File: src/rtl/rctr_pkg.sv
// Shared types, widths and register codes of the RC time-ratio resistance meter.
package rctr_pkg;

  localparam int TICK_W    = 32;
  localparam int RAT_W     = 32;
  localparam int REF_W     = 20;
  localparam int THR_W     = 32;
  localparam int CNT_W     = 8;
  localparam int SEL_W     = 3;
  localparam int APB_AW    = 5;
  localparam int APB_DW    = 32;
  localparam int REG_IDX_W = 3;

  localparam logic [REG_IDX_W-1:0] REG_WARMUP_EVENTS     = 3'd0;
  localparam logic [REG_IDX_W-1:0] REG_SCAN_PERIOD       = 3'd1;
  localparam logic [REG_IDX_W-1:0] REG_REF_HIGH_OHMS     = 3'd2;
  localparam logic [REG_IDX_W-1:0] REG_REF_LOW_OHMS      = 3'd3;
  localparam logic [REG_IDX_W-1:0] REG_TO_LOW_REF_BELOW  = 3'd4;
  localparam logic [REG_IDX_W-1:0] REG_TO_HIGH_REF_ABOVE = 3'd5;
  localparam logic [REG_IDX_W-1:0] REG_CAP_ADD_BELOW     = 3'd6;
  localparam logic [REG_IDX_W-1:0] REG_CAP_REMOVE_ABOVE  = 3'd7;

  typedef struct packed {
    logic [CNT_W-1:0] warmup_events;
    logic [CNT_W-1:0] scan_period;
    logic [REF_W-1:0] ref_high_ohms;
    logic [REF_W-1:0] ref_low_ohms;
    logic [THR_W-1:0] to_low_ref_below;
    logic [THR_W-1:0] to_high_ref_above;
    logic [THR_W-1:0] cap_add_below;
    logic [THR_W-1:0] cap_remove_above;
  } cfg_t;

  typedef enum logic [2:0] {
    ST_IDLE,
    ST_MUL_OLD,
    ST_RANGE,
    ST_DIV,
    ST_DIV_END,
    ST_MUL_NEW,
    ST_FINISH,
    ST_DONE
  } state_t;

  typedef struct packed {
    logic load_in;
    logic mul;
    logic range;
    logic div_start;
    logic div_step;
    logic div_end;
    logic finish;
    logic out_load;
  } cmd_t;

  typedef struct packed {
    logic sense;
    logic range_phase;
    logic div_last;
    logic out_free;
  } stat_t;

endpackage

File: src/rtl/rctr_regs.sv
// APB configuration register bank of the RC time-ratio resistance meter.
module rctr_regs import rctr_pkg::*; (
  input  logic              clk,
  input  logic              rst_n,
  input  logic              psel,
  input  logic              penable,
  input  logic              pwrite,
  input  logic [APB_AW-1:0] paddr,
  input  logic [APB_DW-1:0] pwdata,
  output logic [APB_DW-1:0] prdata,
  output logic              pready,
  output cfg_t              cfg
);

  cfg_t                 cfg_r;
  cfg_t                 cfg_nxt;
  logic [REG_IDX_W-1:0] idx;
  logic                 wr_en;

  assign idx    = paddr[APB_AW-1:2];
  assign wr_en  = psel && penable && pwrite;
  assign pready = 1'b1;
  assign cfg    = cfg_r;

  always_comb begin
    cfg_nxt = cfg_r;
    if (wr_en) begin
      unique case (idx)
        REG_WARMUP_EVENTS:     cfg_nxt.warmup_events     = pwdata[CNT_W-1:0];
        REG_SCAN_PERIOD:       cfg_nxt.scan_period       = pwdata[CNT_W-1:0];
        REG_REF_HIGH_OHMS:     cfg_nxt.ref_high_ohms     = pwdata[REF_W-1:0];
        REG_REF_LOW_OHMS:      cfg_nxt.ref_low_ohms      = pwdata[REF_W-1:0];
        REG_TO_LOW_REF_BELOW:  cfg_nxt.to_low_ref_below  = pwdata[THR_W-1:0];
        REG_TO_HIGH_REF_ABOVE: cfg_nxt.to_high_ref_above = pwdata[THR_W-1:0];
        REG_CAP_ADD_BELOW:     cfg_nxt.cap_add_below     = pwdata[THR_W-1:0];
        REG_CAP_REMOVE_ABOVE:  cfg_nxt.cap_remove_above  = pwdata[THR_W-1:0];
        default:               cfg_nxt = cfg_r;
      endcase
    end
  end

  always_comb begin
    unique case (idx)
      REG_WARMUP_EVENTS:     prdata = APB_DW'(cfg_r.warmup_events);
      REG_SCAN_PERIOD:       prdata = APB_DW'(cfg_r.scan_period);
      REG_REF_HIGH_OHMS:     prdata = APB_DW'(cfg_r.ref_high_ohms);
      REG_REF_LOW_OHMS:      prdata = APB_DW'(cfg_r.ref_low_ohms);
      REG_TO_LOW_REF_BELOW:  prdata = APB_DW'(cfg_r.to_low_ref_below);
      REG_TO_HIGH_REF_ABOVE: prdata = APB_DW'(cfg_r.to_high_ref_above);
      REG_CAP_ADD_BELOW:     prdata = APB_DW'(cfg_r.cap_add_below);
      REG_CAP_REMOVE_ABOVE:  prdata = APB_DW'(cfg_r.cap_remove_above);
      default:               prdata = '0;
    endcase
  end

  always_ff @(posedge clk) begin
    if (!rst_n) begin
      cfg_r.warmup_events     <= CNT_W'(5);
      cfg_r.scan_period       <= CNT_W'(10);
      cfg_r.ref_high_ohms     <= REF_W'(9862);
      cfg_r.ref_low_ohms      <= REF_W'(989);
      cfg_r.to_low_ref_below  <= THR_W'(2500);
      cfg_r.to_high_ref_above <= THR_W'(8000);
      cfg_r.cap_add_below     <= THR_W'(80000);
      cfg_r.cap_remove_above  <= THR_W'(100000);
    end else begin
      cfg_r <= cfg_nxt;
    end
  end

endmodule

File: src/rtl/rctr_ctrl.sv
// Sequencing state machine of the RC time-ratio resistance meter.
module rctr_ctrl import rctr_pkg::*; (
  input  logic  clk,
  input  logic  rst_n,
  input  logic  in_valid,
  output logic  in_ready,
  input  stat_t st,
  output cmd_t  cmd
);

  state_t state_r;
  state_t state_nxt;

  always_ff @(posedge clk) begin
    if (!rst_n) begin
      state_r <= ST_IDLE;
    end else begin
      state_r <= state_nxt;
    end
  end

  always_comb begin
    state_nxt = state_r;
    cmd       = '0;
    in_ready  = 1'b0;
    unique case (state_r)
      ST_IDLE: begin
        in_ready = 1'b1;
        if (in_valid) begin
          cmd.load_in = 1'b1;
          state_nxt   = ST_MUL_OLD;
        end
      end
      ST_MUL_OLD: begin
        cmd.mul   = 1'b1;
        state_nxt = st.sense ? ST_RANGE : ST_DONE;
      end
      ST_RANGE: begin
        cmd.range     = 1'b1;
        cmd.div_start = st.range_phase;
        state_nxt     = st.range_phase ? ST_DIV : ST_FINISH;
      end
      ST_DIV: begin
        cmd.div_step = 1'b1;
        if (st.div_last) begin
          state_nxt = ST_DIV_END;
        end
      end
      ST_DIV_END: begin
        cmd.div_end = 1'b1;
        state_nxt   = ST_MUL_NEW;
      end
      ST_MUL_NEW: begin
        cmd.mul   = 1'b1;
        state_nxt = ST_FINISH;
      end
      ST_FINISH: begin
        cmd.finish = 1'b1;
        state_nxt  = ST_DONE;
      end
      ST_DONE: begin
        if (st.out_free) begin
          cmd.out_load = 1'b1;
          state_nxt    = ST_IDLE;
        end
      end
      default: state_nxt = ST_IDLE;
    endcase
  end

endmodule

File: src/rtl/rctr_dpath.sv
// Datapath of the RC time-ratio resistance meter: state, multiplier, divider, result register.
module rctr_dpath import rctr_pkg::*; #(
  parameter int MUX_ROWS        = 8,
  parameter int MUX_COLS        = 8,
  parameter int RATIO_FRAC_BITS = 16
) (
  input  logic              clk,
  input  logic              rst_n,
  input  cfg_t              cfg,
  input  cmd_t              cmd,
  output stat_t             st,
  input  logic              in_is_sense_edge,
  input  logic [TICK_W-1:0] in_elapsed_ticks,
  output logic              out_valid,
  input  logic              out_ready,
  output logic              out_next_path,
  output logic              out_low_ref_on,
  output logic              out_second_cap_on,
  output logic [SEL_W-1:0]  out_row_select,
  output logic [SEL_W-1:0]  out_col_select,
  output logic              out_estimate_valid,
  output logic [RAT_W-1:0]  out_estimate_ohms,
  output logic              out_scan_wrapped
);

  localparam int F    = RATIO_FRAC_BITS;
  localparam int RIW  = (MUX_ROWS > 1) ? $clog2(MUX_ROWS) : 1;
  localparam int CIW  = (MUX_COLS > 1) ? $clog2(MUX_COLS) : 1;
  localparam int DW   = TICK_W + F;
  localparam int DCW  = $clog2(DW);
  localparam int PW   = RAT_W + REF_W;
  localparam int TW   = THR_W + F;
  localparam int CMPW = (TW > PW) ? TW : PW;

  // Architectural state.
  logic              phase_r, phase_nxt;
  logic [TICK_W-1:0] times_r [2];
  logic [TICK_W-1:0] times_nxt [2];
  logic [RAT_W-1:0]  ratio_r, ratio_nxt;
  logic              low_ref_r, low_ref_nxt;
  logic              cap_r, cap_nxt;
  logic [CNT_W-1:0]  warm_r, warm_nxt;
  logic [CNT_W-1:0]  meas_r, meas_nxt;
  logic [RIW-1:0]    row_r, row_nxt;
  logic [CIW-1:0]    col_r, col_nxt;

  // Working registers of one request.
  logic              sense_r, sense_nxt;
  logic [PW-1:0]     prod_r, prod_nxt;
  logic [TICK_W-1:0] rem_r, rem_nxt;
  logic [DW-1:0]     quo_r, quo_nxt;
  logic [DCW-1:0]    cnt_r, cnt_nxt;
  logic              est_valid_r, est_valid_nxt;
  logic [RAT_W-1:0]  est_r, est_nxt;
  logic              wrap_r, wrap_nxt;

  // Result register.
  logic              out_valid_r, out_valid_nxt;
  logic              o_path_r, o_low_r, o_cap_r, o_ev_r, o_wrap_r;
  logic [SEL_W-1:0]  o_row_r, o_col_r;
  logic [RAT_W-1:0]  o_est_r;

  logic [REF_W-1:0]  ref_act;
  logic [CMPW-1:0]   prod_c, thr_lo, thr_hi, thr_ca, thr_cr;
  logic              rg_low, rg_cap, rg_phase, rg_warm;
  logic [TICK_W:0]   r_sh, dvs, r_diff;
  logic              q_ge;
  logic              ratio_sat;
  logic [PW-1:0]     est_full;
  logic              est_sat;

  assign ref_act = low_ref_r ? cfg.ref_low_ohms : cfg.ref_high_ohms;

  // Thresholds are compared against the exact product, scaled by 2^F.
  assign prod_c = CMPW'(prod_r);
  assign thr_lo = CMPW'({cfg.to_low_ref_below,  {F{1'b0}}});
  assign thr_hi = CMPW'({cfg.to_high_ref_above, {F{1'b0}}});
  assign thr_ca = CMPW'({cfg.cap_add_below,     {F{1'b0}}});
  assign thr_cr = CMPW'({cfg.cap_remove_above,  {F{1'b0}}});

  // Auto-ranging; the high-reference check sees the low-reference check's result.
  always_comb begin
    rg_low   = low_ref_r;
    rg_cap   = cap_r;
    rg_phase = phase_r;
    rg_warm  = warm_r < cfg.warmup_events;
    if (!rg_warm) begin
      if ((prod_c < thr_lo) && !rg_low) begin
        rg_low   = 1'b1;
        rg_phase = 1'b1;
      end
      if ((prod_c > thr_hi) && rg_low) begin
        rg_low   = 1'b0;
        rg_phase = 1'b1;
      end
      if ((prod_c < thr_ca) && !rg_cap) begin
        rg_cap   = 1'b1;
        rg_phase = 1'b1;
      end else if ((prod_c > thr_cr) && rg_cap) begin
        rg_cap   = 1'b0;
        rg_phase = 1'b1;
      end
    end
  end

  // Restoring divider, one quotient bit per cycle.
  assign r_sh   = {rem_r, quo_r[DW-1]};
  assign dvs    = {1'b0, times_r[1]};
  assign q_ge   = r_sh >= dvs;
  assign r_diff = r_sh - dvs;

  assign ratio_sat = (times_r[1] == '0) || (quo_r[DW-1:RAT_W] != '0);

  assign est_full = prod_r >> F;
  assign est_sat  = (est_full >> RAT_W) != '0;

  always_comb begin
    phase_nxt     = phase_r;
    times_nxt     = times_r;
    ratio_nxt     = ratio_r;
    low_ref_nxt   = low_ref_r;
    cap_nxt       = cap_r;
    warm_nxt      = warm_r;
    meas_nxt      = meas_r;
    row_nxt       = row_r;
    col_nxt       = col_r;
    sense_nxt     = sense_r;
    prod_nxt      = prod_r;
    rem_nxt       = rem_r;
    quo_nxt       = quo_r;
    cnt_nxt       = cnt_r;
    est_valid_nxt = est_valid_r;
    est_nxt       = est_r;
    wrap_nxt      = wrap_r;

    if (cmd.load_in) begin
      sense_nxt     = in_is_sense_edge;
      est_valid_nxt = 1'b0;
      est_nxt       = '0;
      wrap_nxt      = 1'b0;
      if (in_is_sense_edge) begin
        times_nxt[phase_r] = in_elapsed_ticks;
      end
    end

    if (cmd.mul) begin
      prod_nxt = {{REF_W{1'b0}}, ratio_r} * {{RAT_W{1'b0}}, ref_act};
    end

    if (cmd.range) begin
      low_ref_nxt = rg_low;
      cap_nxt     = rg_cap;
      phase_nxt   = rg_phase;
      if (rg_warm) begin
        warm_nxt = warm_r + CNT_W'(1);
      end
    end

    if (cmd.div_start) begin
      rem_nxt = '0;
      quo_nxt = DW'({times_r[0], {F{1'b0}}});
      cnt_nxt = '0;
    end

    if (cmd.div_step) begin
      rem_nxt = q_ge ? r_diff[TICK_W-1:0] : r_sh[TICK_W-1:0];
      quo_nxt = {quo_r[DW-2:0], q_ge};
      cnt_nxt = cnt_r + DCW'(1);
    end

    if (cmd.div_end) begin
      ratio_nxt     = ratio_sat ? '1 : quo_r[RAT_W-1:0];
      meas_nxt      = (meas_r < cfg.scan_period) ? meas_r + CNT_W'(1) : '0;
      est_valid_nxt = 1'b1;
    end

    if (cmd.finish) begin
      if (est_valid_r) begin
        est_nxt = est_sat ? '1 : est_full[RAT_W-1:0];
      end
      phase_nxt = ~phase_r;
      // The scan steps on a return to the sensing resistor when meas_r equals scan_period.
      if (phase_r && (meas_r == cfg.scan_period)) begin
        if (col_r == CIW'(MUX_COLS - 1)) begin
          col_nxt = '0;
          if (row_r == RIW'(MUX_ROWS - 1)) begin
            row_nxt  = '0;
            wrap_nxt = 1'b1;
          end else begin
            row_nxt = row_r + RIW'(1);
          end
        end else begin
          col_nxt = col_r + CIW'(1);
        end
      end
    end
  end

  always_comb begin
    out_valid_nxt = out_valid_r;
    if (cmd.out_load) begin
      out_valid_nxt = 1'b1;
    end else if (out_ready) begin
      out_valid_nxt = 1'b0;
    end
  end

  always_ff @(posedge clk) begin
    if (!rst_n) begin
      phase_r     <= 1'b0;
      times_r[0]  <= '0;
      times_r[1]  <= '0;
      ratio_r     <= '0;
      low_ref_r   <= 1'b0;
      cap_r       <= 1'b0;
      warm_r      <= '0;
      meas_r      <= '0;
      row_r       <= '0;
      col_r       <= '0;
      out_valid_r <= 1'b0;
    end else begin
      phase_r     <= phase_nxt;
      times_r     <= times_nxt;
      ratio_r     <= ratio_nxt;
      low_ref_r   <= low_ref_nxt;
      cap_r       <= cap_nxt;
      warm_r      <= warm_nxt;
      meas_r      <= meas_nxt;
      row_r       <= row_nxt;
      col_r       <= col_nxt;
      out_valid_r <= out_valid_nxt;
    end
  end

  always_ff @(posedge clk) begin
    sense_r     <= sense_nxt;
    prod_r      <= prod_nxt;
    rem_r       <= rem_nxt;
    quo_r       <= quo_nxt;
    cnt_r       <= cnt_nxt;
    est_valid_r <= est_valid_nxt;
    est_r       <= est_nxt;
    wrap_r      <= wrap_nxt;
    if (cmd.out_load) begin
      o_path_r <= phase_r;
      o_low_r  <= low_ref_r;
      o_cap_r  <= cap_r;
      o_row_r  <= SEL_W'(row_r);
      o_col_r  <= SEL_W'(col_r);
      o_ev_r   <= est_valid_r;
      o_est_r  <= est_r;
      o_wrap_r <= wrap_r;
    end
  end

  assign st.sense       = sense_r;
  assign st.range_phase = rg_phase;
  assign st.div_last    = cnt_r == DCW'(DW - 1);
  assign st.out_free    = !out_valid_r || out_ready;

  assign out_valid          = out_valid_r;
  assign out_next_path      = o_path_r;
  assign out_low_ref_on     = o_low_r;
  assign out_second_cap_on  = o_cap_r;
  assign out_row_select     = o_row_r;
  assign out_col_select     = o_col_r;
  assign out_estimate_valid = o_ev_r;
  assign out_estimate_ohms  = o_est_r;
  assign out_scan_wrapped   = o_wrap_r;

endmodule

File: src/rtl/rc_time_ratio_resistance_autorange.sv
// Top level of the RC time-ratio resistance meter with hysteretic auto-ranging.
//
// Each request carries one comparator threshold event and its RC charge time in
// timer ticks. A sense-edge request stores the time for the path being charged
// (sensing resistor or reference), runs the hysteretic auto-ranging once the
// warm-up count has passed, and on a reference request forms the charge-time
// ratio in unsigned fixed point with RATIO_FRAC_BITS fraction bits, saturated to
// 32 bits, along with a new resistance estimate. Requests that are not sense
// edges leave the state alone and return the current settings with no estimate.
// The block works on one request at a time; a finished result sits in an output
// register, so the next request is taken while the result waits for out_ready.
// A reference request runs the restoring divider, which produces one quotient
// bit per cycle. A sensing-resistor request skips the divider, unless a range
// switch forces it onto the reference path, in which case it takes the same
// steps as a reference request. The 32 x 20 bit product of ratio and reference
// resistance is computed in one registered step. Configuration registers sit on
// an APB port, register i at byte address 4*i, and should be written only while
// the block is idle.
module rc_time_ratio_resistance_autorange import rctr_pkg::*; #(
  parameter int MUX_ROWS        = 8,
  parameter int MUX_COLS        = 8,
  parameter int RATIO_FRAC_BITS = 16
) (
  input  logic              clk,
  input  logic              rst_n,
  // Input request channel.
  input  logic              in_valid,
  output logic              in_ready,
  input  logic              in_is_sense_edge,
  input  logic [TICK_W-1:0] in_elapsed_ticks,
  // Result channel.
  output logic              out_valid,
  input  logic              out_ready,
  output logic              out_next_path,
  output logic              out_low_ref_on,
  output logic              out_second_cap_on,
  output logic [SEL_W-1:0]  out_row_select,
  output logic [SEL_W-1:0]  out_col_select,
  output logic              out_estimate_valid,
  output logic [RAT_W-1:0]  out_estimate_ohms,
  output logic              out_scan_wrapped,
  // Configuration port.
  input  logic              psel,
  input  logic              penable,
  input  logic              pwrite,
  input  logic [APB_AW-1:0] paddr,
  input  logic [APB_DW-1:0] pwdata,
  output logic [APB_DW-1:0] prdata,
  output logic              pready
);

  cfg_t  cfg;
  cmd_t  cmd;
  stat_t st;

  // Register bank; all ranging thresholds and reference values live here.
  rctr_regs u_regs (
    .clk     (clk),
    .rst_n   (rst_n),
    .psel    (psel),
    .penable (penable),
    .pwrite  (pwrite),
    .paddr   (paddr),
    .pwdata  (pwdata),
    .prdata  (prdata),
    .pready  (pready),
    .cfg     (cfg)
  );

  // The controller steps one request through multiply, ranging, divide and scan.
  rctr_ctrl u_ctrl (
    .clk      (clk),
    .rst_n    (rst_n),
    .in_valid (in_valid),
    .in_ready (in_ready),
    .st       (st),
    .cmd      (cmd)
  );

  // The datapath holds the meter state, the multiplier, the divider and the
  // output register.
  rctr_dpath #(
    .MUX_ROWS        (MUX_ROWS),
    .MUX_COLS        (MUX_COLS),
    .RATIO_FRAC_BITS (RATIO_FRAC_BITS)
  ) u_dpath (
    .clk                (clk),
    .rst_n              (rst_n),
    .cfg                (cfg),
    .cmd                (cmd),
    .st                 (st),
    .in_is_sense_edge   (in_is_sense_edge),
    .in_elapsed_ticks   (in_elapsed_ticks),
    .out_valid          (out_valid),
    .out_ready          (out_ready),
    .out_next_path      (out_next_path),
    .out_low_ref_on     (out_low_ref_on),
    .out_second_cap_on  (out_second_cap_on),
    .out_row_select     (out_row_select),
    .out_col_select     (out_col_select),
    .out_estimate_valid (out_estimate_valid),
    .out_estimate_ohms  (out_estimate_ohms),
    .out_scan_wrapped   (out_scan_wrapped)
  );

  // A result without a new estimate reports zero ohms.
  assert property (@(posedge clk) disable iff (!rst_n)
    (out_valid && !out_estimate_valid) |-> (out_estimate_ohms == '0))
    else $error("estimate reported without a valid estimate");

  // An estimate comes only from a request that ran the divider, after which the sensing
  // resistor is charged next.
  assert property (@(posedge clk) disable iff (!rst_n)
    (out_valid && out_estimate_valid) |-> !out_next_path)
    else $error("estimate result does not return to the sensing path");

  // A scan wrap leaves both mux indexes at zero.
  assert property (@(posedge clk) disable iff (!rst_n)
    (out_valid && out_scan_wrapped) |-> (out_row_select == '0 && out_col_select == '0))
    else $error("scan wrap with nonzero mux index");

  // The block never takes a new request while a finished result is being loaded.
  assert property (@(posedge clk) disable iff (!rst_n)
    (in_valid && in_ready) |=> !(out_valid && $rose(out_valid) && $past(in_ready)))
    else $error("result loaded in the cycle after a request was accepted");

endmodule
File: config.mk
export PLATFORM = sky130hd
export DESIGN_NAME = rc_time_ratio_resistance_autorange
export DESIGN_NICKNAME = d
export VERILOG_FILES = /design/src/rtl/rctr_pkg.sv /design/src/rtl/rctr_regs.sv /design/src/rtl/rctr_ctrl.sv /design/src/rtl/rctr_dpath.sv /design/src/rtl/rc_time_ratio_resistance_autorange.sv
export SDC_FILE = /design/constraint.sdc
export NUM_CORES = 2
export LEC_CHECK = 0
export BUFFER_PORTS_ARGS = -buffer_cell sky130_fd_sc_hd__buf_4
export CAP_MARGIN = 0
export CORE_ASPECT_RATIO = 0.8
export CORE_UTILIZATION = 45
export CTS_BUF_LIST = sky130_fd_sc_hd__clkbuf_2 sky130_fd_sc_hd__clkbuf_4 sky130_fd_sc_hd__clkbuf_8
export DETAILED_ROUTE_END_ITERATION = 16
export HOLD_SLACK_MARGIN = 0.12
export PLACE_DENSITY_LB_ADDON = 0.05
export SYNTH_ARGS = -nofsm -noshare
export SYNTH_HDL_FRONTEND = slang
export SYNTH_SLANG_ARGS = --single-unit
File: constraint.sdc
create_clock -name clk -period 11.8 [get_ports clk]
set_input_delay 1.18 -clock clk [delete_from_list [all_inputs] [get_ports clk]]
set_output_delay 1.18 -clock clk [all_outputs]
set_load 0.02 [all_outputs]
==> flow_summary.json <==
{
  "gp_congestion": 0.875,
  "cts_tree": "built",
  "clkLatencyLatePin_ns": 0.78,
  "cts_max_level": 3,
  "nFillCells": 9883,
  "fin_crit_sh_pct": 76.0,
  "power_mw": 6.84,
  "start_kind": "register",
  "finalSetupViolations": 0,
  "coreArea_mm2": 0.103,
  "synth_top_area_share_pct": 22.9,
  "post_dp_cell_area_mm2": 0.0492,
  "yosysTopAreaCell": "fa_1",
  "worstSetupPathType": "register to register",
  "cts_buffers": 90,
  "die_y_um": 291,
  "final_hold_viol_count": 0,
  "ios": 155,
  "rsz0062_at_grt": "false",
  "final_common_cell": "nand2_1",
  "synth_area_leaders": "fa_1 (23%), dfxtp_1 (15%), edfxtp_1 (12%)",
  "mostFrequentLayoutCells": "nand2_1 (1,021), inv_1 (748), fa_1 (537)",
  "ys.flop_type": "dfxtp_1",
  "setup_tns_ns": 0,
  "drt_iter0_markers": 2826,
  "synth.net_count": 6104,
  "ys_types": 85,
  "synth_area_mm2": 0.0469,
  "drv_cap": 0,
  "globalRouteTotalUtil_pct": 25.5,
  "p_leak_nw": 23.2,
  "hpwl_mm": 98.2,
  "grt_max_degree": 119,
  "routed-wl-met2_mm": 57.2,
  "status": "complete, no violations",
  "fin_area_mm2": 0.0512,
  "syn_avg_cell_area_um2": 9.12,
  "layout.cells.non_filler": 6626,
  "peakVddDrop_mv": 0.0926,
  "synthArstFlopShare_pct": 0,
  "cts.clk_slew.worst_paths_ns": 0.07,
  "top_layer_used": "met4",
  "wirelength_mm": 134,
  "syn_inst": 5142,
  "fin_util_pct": 49.8,
  "ctsHoldBuffers": 0,
  "arrival_ns": 9.48,
  "synth_edf_count": 182,
  "post_drt_wl_per_cell_um": 20.2,
  "crit_path_end_kind": "register",
  "finalClockSkew_ns": 0.0565,
  "met1_length_mm": 65.9,
  "drive_above_1_share_pct": 9.44,
  "place_inst": 6456,
  "route.met3.wl_mm": 8.69,
  "cts_root_buf": "clkbuf_8",
  "cts_resized": 0,
  "power_density_mw_per_mm2": 134,
  "slew_headroom_pct": 17.8,
  "fmax_ghz": 0.111,
  "yosysWarnings": 0,
  "port_buffers": 151,
  "initial_core_util_pct": 45.6,
  "antenna_found_initial": 5,
  "fp.dieW_um": 363,
  "crit_fanout": 26,
  "hp-class": "register to register",
  "ys_seq_area_share_pct": 26.3,
  "core.rowCount": 105,
  "cts_buffer_depth": 3,
  "slew_violations": 0,
  "fin_crit_ns": 8.97,
  "grt_pass1_wl_mm": 208,
  "drc": 0,
  "crit_required_ns": 12.31,
  "fin_nets": 6119,
  "dieArea_mm2": 0.106,
  "cts_sinks": 525,
  "syn2layout_area_growth_pct": 9.15,
  "vias": 35300,
  "tightest_slew_ns": 1.23,
  "first_pass_iters": 5,
  "cts_setup_buffers": 0,
  "grt_pass1_vias": 35000,
  "overflow": 0,
  "synth_seq_cells": 525,
  "routed_via_density": 5.33,
  "ant_nets": 0
}
-- per-stage QoR --
| stage | hold WS, ns | setup WS [ns] |
|---|---|---|
| 2_1_floorplan | 0.408 | 4.23 |
| 3_3_place_gp | 0.412 | 2.94 |
| 3_5_place_dp | 0.415 | 2.91 |
| 4_1_cts | 0.431 | 2.87 |
| 5_1_grt | 0.437 | 2.41 |
| 6_report | 0.429 | 2.83 |
-- power by group --
part	total (mW)	internal [mW]	switching (mW)	leakage (nW)
Sequential	2.41	2.12	0.290	4.48
Combinational	2.58	1.01	1.57	17.7
Clock	1.84	1.02	0.827	1.06
-- routing by layer --
layer  global-route usage, %  up-vias
li1                        -    16600
met1                    39.6    17600
met2                    37.7      965
met3                    3.58      116
met4                    4.49        0
met5                       0        -
-- final timing paths --
check	start	endpoint	slack, ns	depth (start not counted)
hold / removal	u_dpath.est_r[1]$_DFF_P_	u_dpath.out_estimate_ohms[1]$_DFFE_PP_	0.43	0
setup / recovery	u_dpath.low_ref_r$_SDFFE_PN0P_	u_dpath.prod_c[50]$_DFFE_PP_	2.83	23
setup reg to reg	u_dpath.low_ref_r$_SDFFE_PN0P_	u_dpath.prod_c[50]$_DFFE_PP_	2.83	23
hold reg to reg	u_dpath.est_r[1]$_DFF_P_	u_dpath.out_estimate_ohms[1]$_DFFE_PP_	0.43	0
-- synthesized netlist by cell type, drive strengths merged (20+ instances only) --
cell type	number
clkbuf	268
nand2b	21
edfxtp	182
buf	20
nor4	23
mux4	29
nor2	137
mux2	22
nand4	44
and2	341
inv	749
a21oi	150
o211ai	44
o221a	32
nor3	22
a21o	81
a21boi	204
nand3	56
ha	348
xor2	33
dfxtp	343
fa	537
mux2i	58
nand2	1021
nor2b	34
a211oi	22
xnor2	53
o21ai	70
-- area by class of cell --
cell class	count	area [µm²]	area share, %
Antenna cell	1	2.50	0.00489
Clock buffer	134	1640	3.21
Clock inverter	35	347	0.677
Inverter	749	2810	5.49
Multi-Input combinational cell	3579	30700	60.0
Sequential cell	525	12300	24.1
Tap cell	1391	1740	3.40
Timing Repair Buffer	212	1600	3.12
-- flip-flops by register name, indices dropped and copies added, names as in the netlist, 6 cells and up --
| signal | count |
|---|---|
| u_dpath.cnt_r | 6 |
| u_dpath.dvs | 32 |
| u_dpath.est_r | 32 |
| u_dpath.meas_r | 8 |
| u_dpath.out_estimate_ohms | 32 |
| u_dpath.prod_c | 52 |
| u_dpath.quo_r | 48 |
| u_dpath.ratio_r | 32 |
| u_dpath.rem_r | 32 |
| u_dpath.times_r | 32 |
| u_dpath.warm_r | 8 |
| u_regs.cfg | 184 |
-- worst max-delay path, stage by stage (launching register included) --
cell       delay (ns)
dfxtp_1          0.31
buf_4            0.36
mux2_2           0.63
buf_4            0.32
and2_1           0.19
fa_1             0.50
inv_1            0.05
fa_1             0.54
fa_1             0.53
inv_1            0.05
fa_1             0.48
fa_1             0.52
fa_1             0.53
fa_1             0.55
ha_1             0.40
a21o_1           0.21
a21o_1           0.21
a2111oi_0        0.77
nand2_1          0.12
o31ai_1          0.66
o31a_1           0.34
nor4_1           0.11
o22ai_1          0.22
xnor2_1          0.08
-- logic make-up (layout without fill, tap and decap cells) --
family,count (synthesis),in the layout,share of synthesized area (%)
AOI/OAI and AO/OA,732,732,11.1
other,1,2,0.00799
xor gates and xnor gates,86,86,1.61
DFF,525,525,26.3
adders and majority gates,885,885,32.2
muxes,109,109,3.16
and+or+nand+nor,1766,1766,17.3
buffers and inverters,1038,1130,8.39
(Power assumes the default switching activity.)
